[config.mk]
export PLATFORM = sky130hd
export DESIGN_NAME = adc_gated_moving_average_scaler
export DESIGN_NICKNAME = d
export VERILOG_FILES = /design/src/design/agmas_pkg.sv /design/src/design/adc_gated_moving_average_scaler.sv /design/src/design/agmas_ctrl.sv /design/src/design/agmas_dpath.sv
export SDC_FILE = /design/constraint.sdc
export NUM_CORES = 2
export LEC_CHECK = 0
export BUFFER_PORTS_ARGS = -buffer_cell sky130_fd_sc_hd__buf_2
export CAP_MARGIN = 25
export CORE_ASPECT_RATIO = 0.9
export CORE_MARGIN = 3
export CORE_UTILIZATION = 30
export CTS_CLUSTER_SIZE = 25
export DETAILED_ROUTE_END_ITERATION = 10
export SYNTH_ARGS = -nofsm -noshare
export SYNTH_HDL_FRONTEND = slang
export SYNTH_SLANG_ARGS = --single-unit
[constraint.sdc]
create_clock -name clk -period 11.5 [get_ports clk]
set_input_delay 2.3 -clock clk [delete_from_list [all_inputs] [get_ports clk]]
set_output_delay 2.3 -clock clk [all_outputs]
set_load 0.01 [all_outputs]
[src/design/agmas_pkg.sv]
// shared types and constants for the gated moving-average scaler
// no dependencies; imported by the controller, datapath and top level
package agmas_pkg;

    // field widths
    localparam int CH_W       = 2;
    localparam int SAMPLE_W   = 12;
    localparam int CNT_W      = 4;
    localparam int GAIN_W     = 32;
    localparam int SCALED_W   = 16;
    localparam int Q_FRAC     = 16;
    localparam int SUM_W      = SAMPLE_W + CNT_W;
    localparam int PROD_W     = SAMPLE_W + GAIN_W;
    localparam int CFG_IDX_W  = 2;
    localparam int CFG_DATA_W = 32;
    localparam int DIV_STEPS  = SAMPLE_W;
    localparam int DIV_CNT_W  = $clog2(DIV_STEPS + 1);

    // register indexes
    localparam logic [CFG_IDX_W-1:0] CFG_IDX_OFFSET = 2'd0;
    localparam logic [CFG_IDX_W-1:0] CFG_IDX_VOLT   = 2'd1;
    localparam logic [CFG_IDX_W-1:0] CFG_IDX_CURR   = 2'd2;

    // register reset values
    localparam logic [SAMPLE_W-1:0] OFFSET_RESET    = 12'd0;
    localparam logic [GAIN_W-1:0]   VOLT_GAIN_RESET = 32'd103788;
    localparam logic [GAIN_W-1:0]   CURR_GAIN_RESET = 32'd15000;

    // channel that uses the current gain
    localparam logic [CH_W-1:0] CURR_CHANNEL = 2'd2;

    typedef enum logic [2:0] {
        ST_IDLE,
        ST_LOAD,
        ST_STORE,
        ST_SUM,
        ST_DIV,
        ST_WRBACK,
        ST_MUL,
        ST_FINISH
    } agmas_state_t;

    typedef struct packed {
        logic latch;
        logic store;
        logic sum_step;
        logic div_load;
        logic div_step;
        logic hold_write;
        logic mul;
        logic finish;
    } agmas_cmd_t;

    typedef struct packed {
        logic ch_valid;
        logic above_thr;
        logic sum_done;
        logic div_done;
        logic out_free;
    } agmas_status_t;

endpackage

[src/design/adc_gated_moving_average_scaler.sv]
// top level of the gated moving-average scaler: controller plus datapath
// depends on agmas_pkg, agmas_ctrl and agmas_dpath
//
// channel  | direction | handshake             | payload
// ---------+-----------+-----------------------+-----------------------------------------
// in       | input     | in_valid / in_stall   | channel, sample
// out      | output    | out_valid / out_stall | out_channel, average, scaled_value,
//          |           |                       | fill_count
// cfg      | input     | cfg_we                | cfg_index, cfg_data
//
// a stored sample passes through store, the read-and-add pass over the ring memory,
// the twelve-step divider, the write-back of the average and the multiply before it
// is loaded into the output register
// a sample at or below the threshold skips to the multiply, an unknown channel to the
// final load; the next request can be taken once the result is loaded
// reset clears pointers, counts, held averages and config; the sample memory is not
// cleared and needs no clearing pass, since every slot is written before it is read
// a stalled result sits in the output register while the next request is taken in;
// only the final load waits for the output register to free up
module adc_gated_moving_average_scaler #(
    parameter int BUF_LEN      = 16,
    parameter int NUM_CHANNELS = 3
) (
    input  logic                                clk,
    input  logic                                rst_n,
    // configuration writes
    input  logic                                cfg_we,
    input  logic [agmas_pkg::CFG_IDX_W-1:0]     cfg_index,
    input  logic [agmas_pkg::CFG_DATA_W-1:0]    cfg_data,
    // sample requests
    input  logic                                in_valid,
    output logic                                in_stall,
    input  logic [agmas_pkg::CH_W-1:0]          channel,
    input  logic [agmas_pkg::SAMPLE_W-1:0]      sample,
    // results
    output logic                                out_valid,
    input  logic                                out_stall,
    output logic [agmas_pkg::CH_W-1:0]          out_channel,
    output logic [agmas_pkg::SAMPLE_W-1:0]      average,
    output logic [agmas_pkg::SCALED_W-1:0]      scaled_value,
    output logic [agmas_pkg::CNT_W-1:0]         fill_count
);
    import agmas_pkg::*;

    // command and status bundles between the state machine and the datapath
    agmas_cmd_t    cmd;
    agmas_status_t status;

    // sequencer: accepts a request, walks a sample above the threshold through store, sum, divide, scale
    agmas_ctrl u_ctrl (
        .clk      (clk),
        .rst_n    (rst_n),
        .in_valid (in_valid),
        .in_stall (in_stall),
        .status   (status),
        .cmd      (cmd)
    );

    // ring memory, per-channel pointers, accumulator, divider, multiplier, output register
    agmas_dpath #(
        .BUF_LEN      (BUF_LEN),
        .NUM_CHANNELS (NUM_CHANNELS)
    ) u_dpath (
        .clk          (clk),
        .rst_n        (rst_n),
        .cfg_we       (cfg_we),
        .cfg_index    (cfg_index),
        .cfg_data     (cfg_data),
        .channel      (channel),
        .sample       (sample),
        .cmd          (cmd),
        .status       (status),
        .out_valid    (out_valid),
        .out_stall    (out_stall),
        .out_channel  (out_channel),
        .average      (average),
        .scaled_value (scaled_value),
        .fill_count   (fill_count)
    );

    // a ring never reports more entries than it can keep
    assert property (@(posedge clk) disable iff (!rst_n)
        out_valid |-> (int'(fill_count) <= BUF_LEN - 1))
    else $error("fill count beyond ring capacity");

    // a request just taken holds off the next one
    assert property (@(posedge clk) disable iff (!rst_n)
        (in_valid && !in_stall) |=> in_stall)
    else $error("second request taken while one is in progress");

    // an unknown channel gives an all-zero result
    assert property (@(posedge clk) disable iff (!rst_n)
        (out_valid && (int'(out_channel) >= NUM_CHANNELS))
            |-> (average == '0 && scaled_value == '0 && fill_count == '0))
    else $error("unknown channel returned non-zero result");

    // the datapath is never asked to do two exclusive steps at once
    assert property (@(posedge clk) disable iff (!rst_n)
        $onehot0({cmd.latch, cmd.store, cmd.div_step, cmd.hold_write, cmd.mul, cmd.finish}))
    else $error("conflicting datapath commands");

endmodule

[src/design/agmas_ctrl.sv]
// sequencing state machine for the gated moving-average scaler
// depends on agmas_pkg for the state, command and status types
module agmas_ctrl (
    input  logic                     clk,
    input  logic                     rst_n,
    input  logic                     in_valid,
    output logic                     in_stall,
    input  agmas_pkg::agmas_status_t status,
    output agmas_pkg::agmas_cmd_t    cmd
);
    import agmas_pkg::*;

    agmas_state_t state_reg;
    agmas_state_t state_next;

    always_ff @(posedge clk or negedge rst_n)
    begin
        if (!rst_n)
        begin
            state_reg <= ST_IDLE;
        end
        else
        begin
            state_reg <= state_next;
        end
    end

    always_comb
    begin
        state_next = state_reg;
        unique case (state_reg)
            ST_IDLE:
            begin
                if (in_valid)
                begin
                    state_next = ST_LOAD;
                end
            end
            ST_LOAD:
            begin
                if (!status.ch_valid)
                begin
                    state_next = ST_FINISH;
                end
                else if (status.above_thr)
                begin
                    state_next = ST_STORE;
                end
                else
                begin
                    state_next = ST_MUL;
                end
            end
            ST_STORE:
            begin
                state_next = ST_SUM;
            end
            ST_SUM:
            begin
                if (status.sum_done)
                begin
                    state_next = ST_DIV;
                end
            end
            ST_DIV:
            begin
                if (status.div_done)
                begin
                    state_next = ST_WRBACK;
                end
            end
            ST_WRBACK:
            begin
                state_next = ST_MUL;
            end
            ST_MUL:
            begin
                state_next = ST_FINISH;
            end
            ST_FINISH:
            begin
                if (status.out_free)
                begin
                    state_next = ST_IDLE;
                end
            end
            default:
            begin
                state_next = ST_IDLE;
            end
        endcase
    end

    always_comb
    begin
        cmd      = '0;
        in_stall = (state_reg != ST_IDLE);
        unique case (state_reg)
            ST_IDLE:
            begin
                cmd.latch = in_valid;
            end
            ST_LOAD:
            begin
            end
            ST_STORE:
            begin
                cmd.store = 1'b1;
            end
            ST_SUM:
            begin
                cmd.sum_step = 1'b1;
                cmd.div_load = status.sum_done;
            end
            ST_DIV:
            begin
                cmd.div_step = 1'b1;
            end
            ST_WRBACK:
            begin
                cmd.hold_write = 1'b1;
            end
            ST_MUL:
            begin
                cmd.mul = 1'b1;
            end
            ST_FINISH:
            begin
                cmd.finish = status.out_free;
            end
            default:
            begin
                cmd = '0;
            end
        endcase
    end

endmodule

[src/design/agmas_dpath.sv]
// datapath: config registers, sample ring memory, summing, divider, gain multiplier
// and output register; depends on agmas_pkg
module agmas_dpath #(
    parameter int BUF_LEN      = 16,
    parameter int NUM_CHANNELS = 3
) (
    input  logic                                clk,
    input  logic                                rst_n,
    input  logic                                cfg_we,
    input  logic [agmas_pkg::CFG_IDX_W-1:0]     cfg_index,
    input  logic [agmas_pkg::CFG_DATA_W-1:0]    cfg_data,
    input  logic [agmas_pkg::CH_W-1:0]          channel,
    input  logic [agmas_pkg::SAMPLE_W-1:0]      sample,
    input  agmas_pkg::agmas_cmd_t               cmd,
    output agmas_pkg::agmas_status_t            status,
    output logic                                out_valid,
    input  logic                                out_stall,
    output logic [agmas_pkg::CH_W-1:0]          out_channel,
    output logic [agmas_pkg::SAMPLE_W-1:0]      average,
    output logic [agmas_pkg::SCALED_W-1:0]      scaled_value,
    output logic [agmas_pkg::CNT_W-1:0]         fill_count
);
    import agmas_pkg::*;

    localparam int PTR_W    = $clog2(BUF_LEN);
    localparam int DEPTH    = NUM_CHANNELS * BUF_LEN;
    localparam int ADDR_W   = $clog2(DEPTH);
    localparam int CH_IDX_W = (NUM_CHANNELS > 1) ? $clog2(NUM_CHANNELS) : 1;

    localparam logic [PTR_W-1:0]  PTR_LAST  = PTR_W'(BUF_LEN - 1);
    localparam logic [CNT_W-1:0]  CNT_FULL  = CNT_W'(BUF_LEN - 1);
    localparam logic [ADDR_W-1:0] BUF_LEN_A = ADDR_W'(BUF_LEN);

    function automatic logic [PTR_W-1:0] ring_next(input logic [PTR_W-1:0] p);
        return (p == PTR_LAST) ? '0 : p + 1'b1;
    endfunction

    // configuration
    logic [SAMPLE_W-1:0] thr_reg;
    logic [GAIN_W-1:0]   volt_gain_reg;
    logic [GAIN_W-1:0]   curr_gain_reg;

    // current request
    logic [CH_W-1:0]     ch_reg;
    logic [SAMPLE_W-1:0] sample_reg;

    // per-channel ring state
    logic [PTR_W-1:0]    op_reg   [NUM_CHANNELS];
    logic [PTR_W-1:0]    wp_reg   [NUM_CHANNELS];
    logic [CNT_W-1:0]    cnt_reg  [NUM_CHANNELS];
    logic [SAMPLE_W-1:0] held_reg [NUM_CHANNELS];

    // sample memory
    logic [SAMPLE_W-1:0] mem [DEPTH];
    logic [SAMPLE_W-1:0] rd_data_reg;

    // summing
    logic [PTR_W-1:0]    rptr_reg;
    logic [CNT_W-1:0]    rd_left_reg;
    logic                pend_reg;
    logic [SUM_W-1:0]    acc_reg;
    logic [SUM_W-1:0]    acc_next;

    // divider
    logic [CNT_W-1:0]     rem_reg;
    logic [CNT_W-1:0]     rem_next;
    logic [SAMPLE_W-1:0]  quo_reg;
    logic [SAMPLE_W-1:0]  quo_next;
    logic [DIV_CNT_W-1:0] div_left_reg;
    logic [CNT_W:0]       trial;
    logic                 trial_ge;

    // multiplier and output
    logic [PROD_W-1:0]    prod_reg;
    logic [SCALED_W-1:0]  scaled_sat;
    logic                 out_valid_reg;
    logic [CH_W-1:0]      out_channel_reg;
    logic [SAMPLE_W-1:0]  average_reg;
    logic [SCALED_W-1:0]  scaled_reg;
    logic [CNT_W-1:0]     fill_reg;

    logic [CH_IDX_W-1:0] ch_idx;
    logic                ch_valid;
    logic [PTR_W-1:0]    cur_op;
    logic [PTR_W-1:0]    cur_wp;
    logic [CNT_W-1:0]    cur_cnt;
    logic [SAMPLE_W-1:0] cur_held;
    logic [PTR_W-1:0]    wp_new;
    logic [PTR_W-1:0]    op_new;
    logic [CNT_W-1:0]    cnt_new;
    logic [ADDR_W-1:0]   base;
    logic [ADDR_W-1:0]   wr_addr;
    logic [ADDR_W-1:0]   rd_addr;
    logic                rd_en;
    logic [GAIN_W-1:0]   gain;
    logic                out_free;

    assign ch_idx   = CH_IDX_W'(ch_reg);
    assign ch_valid = (int'(ch_reg) < NUM_CHANNELS);
    assign cur_op   = op_reg[ch_idx];
    assign cur_wp   = wp_reg[ch_idx];
    assign cur_cnt  = cnt_reg[ch_idx];
    assign cur_held = held_reg[ch_idx];

    // a full ring drops its oldest entry
    assign wp_new  = ring_next(cur_wp);
    assign op_new  = (wp_new == cur_op) ? ring_next(cur_op) : cur_op;
    assign cnt_new = (cur_cnt == CNT_FULL) ? cur_cnt : cur_cnt + 1'b1;

    assign base    = ADDR_W'(ch_idx) * BUF_LEN_A;
    assign wr_addr = base + ADDR_W'(cur_wp);
    assign rd_addr = base + ADDR_W'(rptr_reg);
    assign rd_en   = cmd.sum_step && (rd_left_reg != '0);

    assign gain     = (ch_reg == CURR_CHANNEL) ? curr_gain_reg : volt_gain_reg;
    assign out_free = !out_valid_reg || !out_stall;

    assign status.ch_valid  = ch_valid;
    assign status.above_thr = (sample_reg > thr_reg);
    assign status.sum_done  = (rd_left_reg == '0) && !pend_reg;
    assign status.div_done  = (div_left_reg == '0);
    assign status.out_free  = out_free;

    always_ff @(posedge clk or negedge rst_n)
    begin
        if (!rst_n)
        begin
            thr_reg       <= OFFSET_RESET;
            volt_gain_reg <= VOLT_GAIN_RESET;
            curr_gain_reg <= CURR_GAIN_RESET;
        end
        else if (cfg_we)
        begin
            unique case (cfg_index)
                CFG_IDX_OFFSET: thr_reg       <= cfg_data[SAMPLE_W-1:0];
                CFG_IDX_VOLT:   volt_gain_reg <= cfg_data[GAIN_W-1:0];
                CFG_IDX_CURR:   curr_gain_reg <= cfg_data[GAIN_W-1:0];
                default:        ;
            endcase
        end
    end

    always_ff @(posedge clk)
    begin
        if (cmd.latch)
        begin
            ch_reg     <= channel;
            sample_reg <= sample;
        end
    end

    always_ff @(posedge clk or negedge rst_n)
    begin
        if (!rst_n)
        begin
            for (int i = 0; i < NUM_CHANNELS; i++)
            begin
                op_reg[i]   <= '0;
                wp_reg[i]   <= '0;
                cnt_reg[i]  <= '0;
                held_reg[i] <= '0;
            end
        end
        else
        begin
            if (cmd.store)
            begin
                op_reg[ch_idx]  <= op_new;
                wp_reg[ch_idx]  <= wp_new;
                cnt_reg[ch_idx] <= cnt_new;
            end
            if (cmd.hold_write)
            begin
                held_reg[ch_idx] <= quo_reg;
            end
        end
    end

    always_ff @(posedge clk)
    begin
        if (cmd.store)
        begin
            mem[wr_addr] <= sample_reg;
        end
        if (rd_en)
        begin
            rd_data_reg <= mem[rd_addr];
        end
    end

    // one read a cycle from the oldest entry on; read data is registered before it is added to the sum
    assign acc_next = pend_reg ? acc_reg + SUM_W'(rd_data_reg) : acc_reg;

    always_ff @(posedge clk or negedge rst_n)
    begin
        if (!rst_n)
        begin
            rd_left_reg <= '0;
            pend_reg    <= 1'b0;
        end
        else if (cmd.store)
        begin
            rd_left_reg <= cnt_new;
            pend_reg    <= 1'b0;
        end
        else if (cmd.sum_step)
        begin
            if (rd_en)
            begin
                rd_left_reg <= rd_left_reg - 1'b1;
            end
            pend_reg <= rd_en;
        end
    end

    always_ff @(posedge clk)
    begin
        if (cmd.store)
        begin
            rptr_reg <= op_new;
            acc_reg  <= '0;
        end
        else if (cmd.sum_step)
        begin
            if (rd_en)
            begin
                rptr_reg <= ring_next(rptr_reg);
            end
            acc_reg <= acc_next;
        end
    end

    // restoring divider, one quotient bit a step; the sum is below count * 4096
    // so its top bits already sit below the divisor
    assign trial    = {rem_reg, quo_reg[SAMPLE_W-1]};
    assign trial_ge = (trial >= {1'b0, cur_cnt});
    assign rem_next = trial_ge ? CNT_W'(trial - {1'b0, cur_cnt}) : trial[CNT_W-1:0];
    assign quo_next = {quo_reg[SAMPLE_W-2:0], trial_ge};

    always_ff @(posedge clk or negedge rst_n)
    begin
        if (!rst_n)
        begin
            div_left_reg <= '0;
        end
        else if (cmd.div_load)
        begin
            div_left_reg <= DIV_CNT_W'(DIV_STEPS);
        end
        else if (cmd.div_step && (div_left_reg != '0))
        begin
            div_left_reg <= div_left_reg - 1'b1;
        end
    end

    always_ff @(posedge clk)
    begin
        if (cmd.div_load)
        begin
            rem_reg <= acc_reg[SUM_W-1 -: CNT_W];
            quo_reg <= acc_reg[SAMPLE_W-1:0];
        end
        else if (cmd.div_step && (div_left_reg != '0))
        begin
            rem_reg <= rem_next;
            quo_reg <= quo_next;
        end
    end

    always_ff @(posedge clk)
    begin
        if (cmd.mul)
        begin
            prod_reg <= PROD_W'(cur_held) * PROD_W'(gain);
        end
    end

    assign scaled_sat = (|prod_reg[PROD_W-1:Q_FRAC+SCALED_W]) ? '1
                                                               : prod_reg[Q_FRAC+SCALED_W-1:Q_FRAC];

    always_ff @(posedge clk or negedge rst_n)
    begin
        if (!rst_n)
        begin
            out_valid_reg <= 1'b0;
        end
        else if (cmd.finish)
        begin
            out_valid_reg <= 1'b1;
        end
        else if (!out_stall)
        begin
            out_valid_reg <= 1'b0;
        end
    end

    always_ff @(posedge clk)
    begin
        if (cmd.finish)
        begin
            out_channel_reg <= ch_reg;
            average_reg     <= ch_valid ? cur_held : '0;
            scaled_reg      <= ch_valid ? scaled_sat : '0;
            fill_reg        <= ch_valid ? cur_cnt : '0;
        end
    end

    assign out_valid    = out_valid_reg;
    assign out_channel  = out_channel_reg;
    assign average      = average_reg;
    assign scaled_value = scaled_reg;
    assign fill_count   = fill_reg;

endmodule
==> impl_metrics.toml <==
[floorplanning]
die_area_mm2 = 0.158
initial_core_util = 0.304
row_count = 135
die_h_um = 377
core_area_mm2 = 0.151
die_w_um = 418
io_pins = 89

[logic_synthesis]
synth_edf_count = 684
ys.flop_type = "edfxtp_1"
synth_area_leaders = "edfxtp_1 45%, fa_1 13%, mux4_2 8.8%, dfrtp_1 7.9%, mux2_2 3.5%"
async_reset_ff_frac = 0.187
netlist.area_leader.share = 0.447
yosysTopAreaCell = "edfxtp_1"
ys_types = 72
yosys_register_bits = 861
yosysMostFrequentCell = "edfxtp_1"
synth_nets = 3717
ys_seq_area_frac = 0.543
synth_area_per_cell_um2 = 14.1
synth_area_mm2 = 0.0459
yosys_warnings = 0
netlist_top_cells_count = "684 x edfxtp_1, 420 x nand2_1, 364 x inv_1"
netlist_instances = 3247

[route]
drt_iter0_drc = 2069
num_vias = 26300
route.met2.wl_um = 51300
ant_nets = 0
post_drt_wl_per_cell_um = 20.2
wl_um = 110000
top_layer = "met4"
remaining_drc_errors = 0
via_per_inst = 4.83
met3_length_um = 6630
dr.pass1.iters = 5
wl_met1_um = 49400

[layout]
final_cells = 5444
syn2layout_area_growth_pct = 13.7
drive_above_1_share = 0.197
largest_reg_flops = 576
nNetsFinal = 3846

[clocking]
clock_sinks = 861
cts-htree-levels = 3
cts_buffer_depth = 3
path_clk_slew_ns = 0.06
clockRootBuffer = "clkbuf_16"
cts_tree = "built"
postCtsHoldBufs = 0
worst_skew_pair.late_latency_ns = 0.71
postCtsSetupBuffers = 0
cts_made_buffers = 93
postCtsResizedCells = 0

[grt]
grt_pass1_vias = 26900
antenna_found_initial = 13
grt_max_degree = 140
grt_pass1_wl_um = 169000
track_usage = 0.140
grt_overflow = 0

[setup_path]
rr_worst_depth = 22
start_kind = "register"
critPathMaxFanout = 50
crit_type = "register to register"
crit_required_ns = 11.92
worstPathArrival_ns = 8.34
endpoint_kind = "register"

[sta]
hold_viol_final = 0
setup_violations = 0
slew-limit-headroom = 0.249
finClkSkew_ns = 0.0501
fmax_mhz = 126
period_needed_ns = 7.92
post-route-period-util = 0.689
setup-tns-final_ns = 0
drv_slew = 0
rsz0062_at_grt = "false"
worstMarginPinSlew_ns = 1.13

[min_path]
hold_depth = 2
hp-class = "register to register"

[placed_design]
port_buffers = 88
dp_cells = 5266
gp_congestion = 0.845
place_hpwl_um = 75000

[status]
status = "finished clean"

[run]
max_cap_violations = 0
cells by family after synthesis:
kind of cell             after synthesis  synth area share
AND/OR/NAND/NOR                      758            0.0705
flip-flops                           861             0.543
multiplexers                         386             0.137
buffers and inverters                506            0.0418
XOR/XNOR                              41           0.00782
adder cells (fa/ha/maj)              417             0.163
AO/OA/AOI/OAI                        278            0.0372
metal layers:
layer  track usage  up-vias
li1              -    11700
met1         0.197    13700
met2         0.220      765
met3        0.0256      175
met4        0.0399        0
met5             0        -
per-stage QoR:
step / setup WS [ns] / utilization / hold WS [ns] / instance area [µm²]
floorplan: 4.52 / - / 0.428 / 45900
global placement: 3.77 / 0.324 / 0.461 / 48900
detailed placement: 3.55 / 0.325 / 0.467 / 49100
CTS: 3.52 / 0.345 / 0.476 / 52100
global route: 3.09 / 0.345 / 0.504 / 52200
finish: 3.58 / 0.345 / 0.472 / 52200
final timing paths:
kind / start / to / slack, ns
min reg2reg: u_dpath.acc_reg[3] / u_dpath.acc_reg[3] / 0.47
max reg2reg: u_dpath.ch_idx[1] / u_dpath.prod_reg[32] / 3.58
max in group asynchronous: rst_n / u_dpath.curr_gain_reg[25] / 8.00
min: u_dpath.acc_reg[3] / u_dpath.acc_reg[3] / 0.47
min in group asynchronous: rst_n / u_dpath.div_left_reg[2] / 1.51
max: u_dpath.ch_idx[1] / u_dpath.prod_reg[32] / 3.58
cells in the final DEF (no fill, tap or decap), types with 64 or more instances in the layout:
cell type	netlist	layout
edfxtp_1	684	684
nand2_1	420	420
inv_1	364	364
fa_1	301	301
mux4_2	180	180
nor2_1	176	168
dfrtp_1	145	145
mux2_2	143	143
ha_1	116	116
o21ai_0	103	103
clkbuf_16	0	94
buf_2	3	87
buf_4	4	77
a21oi_1	68	64
cell type report:
class                      count  area [µm²]
sequential                   861       24900
multi-input combinational   1880       19200
clock inverter                53         567
tap                         1986        2480
inverter                     365        1370
timing repair buffer         175        1170
fill                       14400       99000
antenna                        4        10.0
clock buffer                 120        2500
critical path, cell delays in order, from the launching register on:
cell and delay, ns:
edfxtp_1 0.91, nor2b_4 0.44, buf_4 0.63, mux2_2 0.50
nand2_1 0.11, fa_1 0.44, fa_1 0.53, inv_1 0.06
fa_1 0.49, fa_1 0.49, inv_1 0.05, fa_1 0.47
inv_1 0.04, ha_1 0.34, a21oi_1 0.20, o21ai_0 0.20
a2111oi_0 0.49, nor3_1 0.14, o21ba_2 0.27, nor3b_1 0.32
nor2_1 0.13, a21bo_1 0.21, xor2_1 0.13
Power is not shown: default switching activity piles up to over one toggle a cycle in this logic, so the estimate is an artifact.
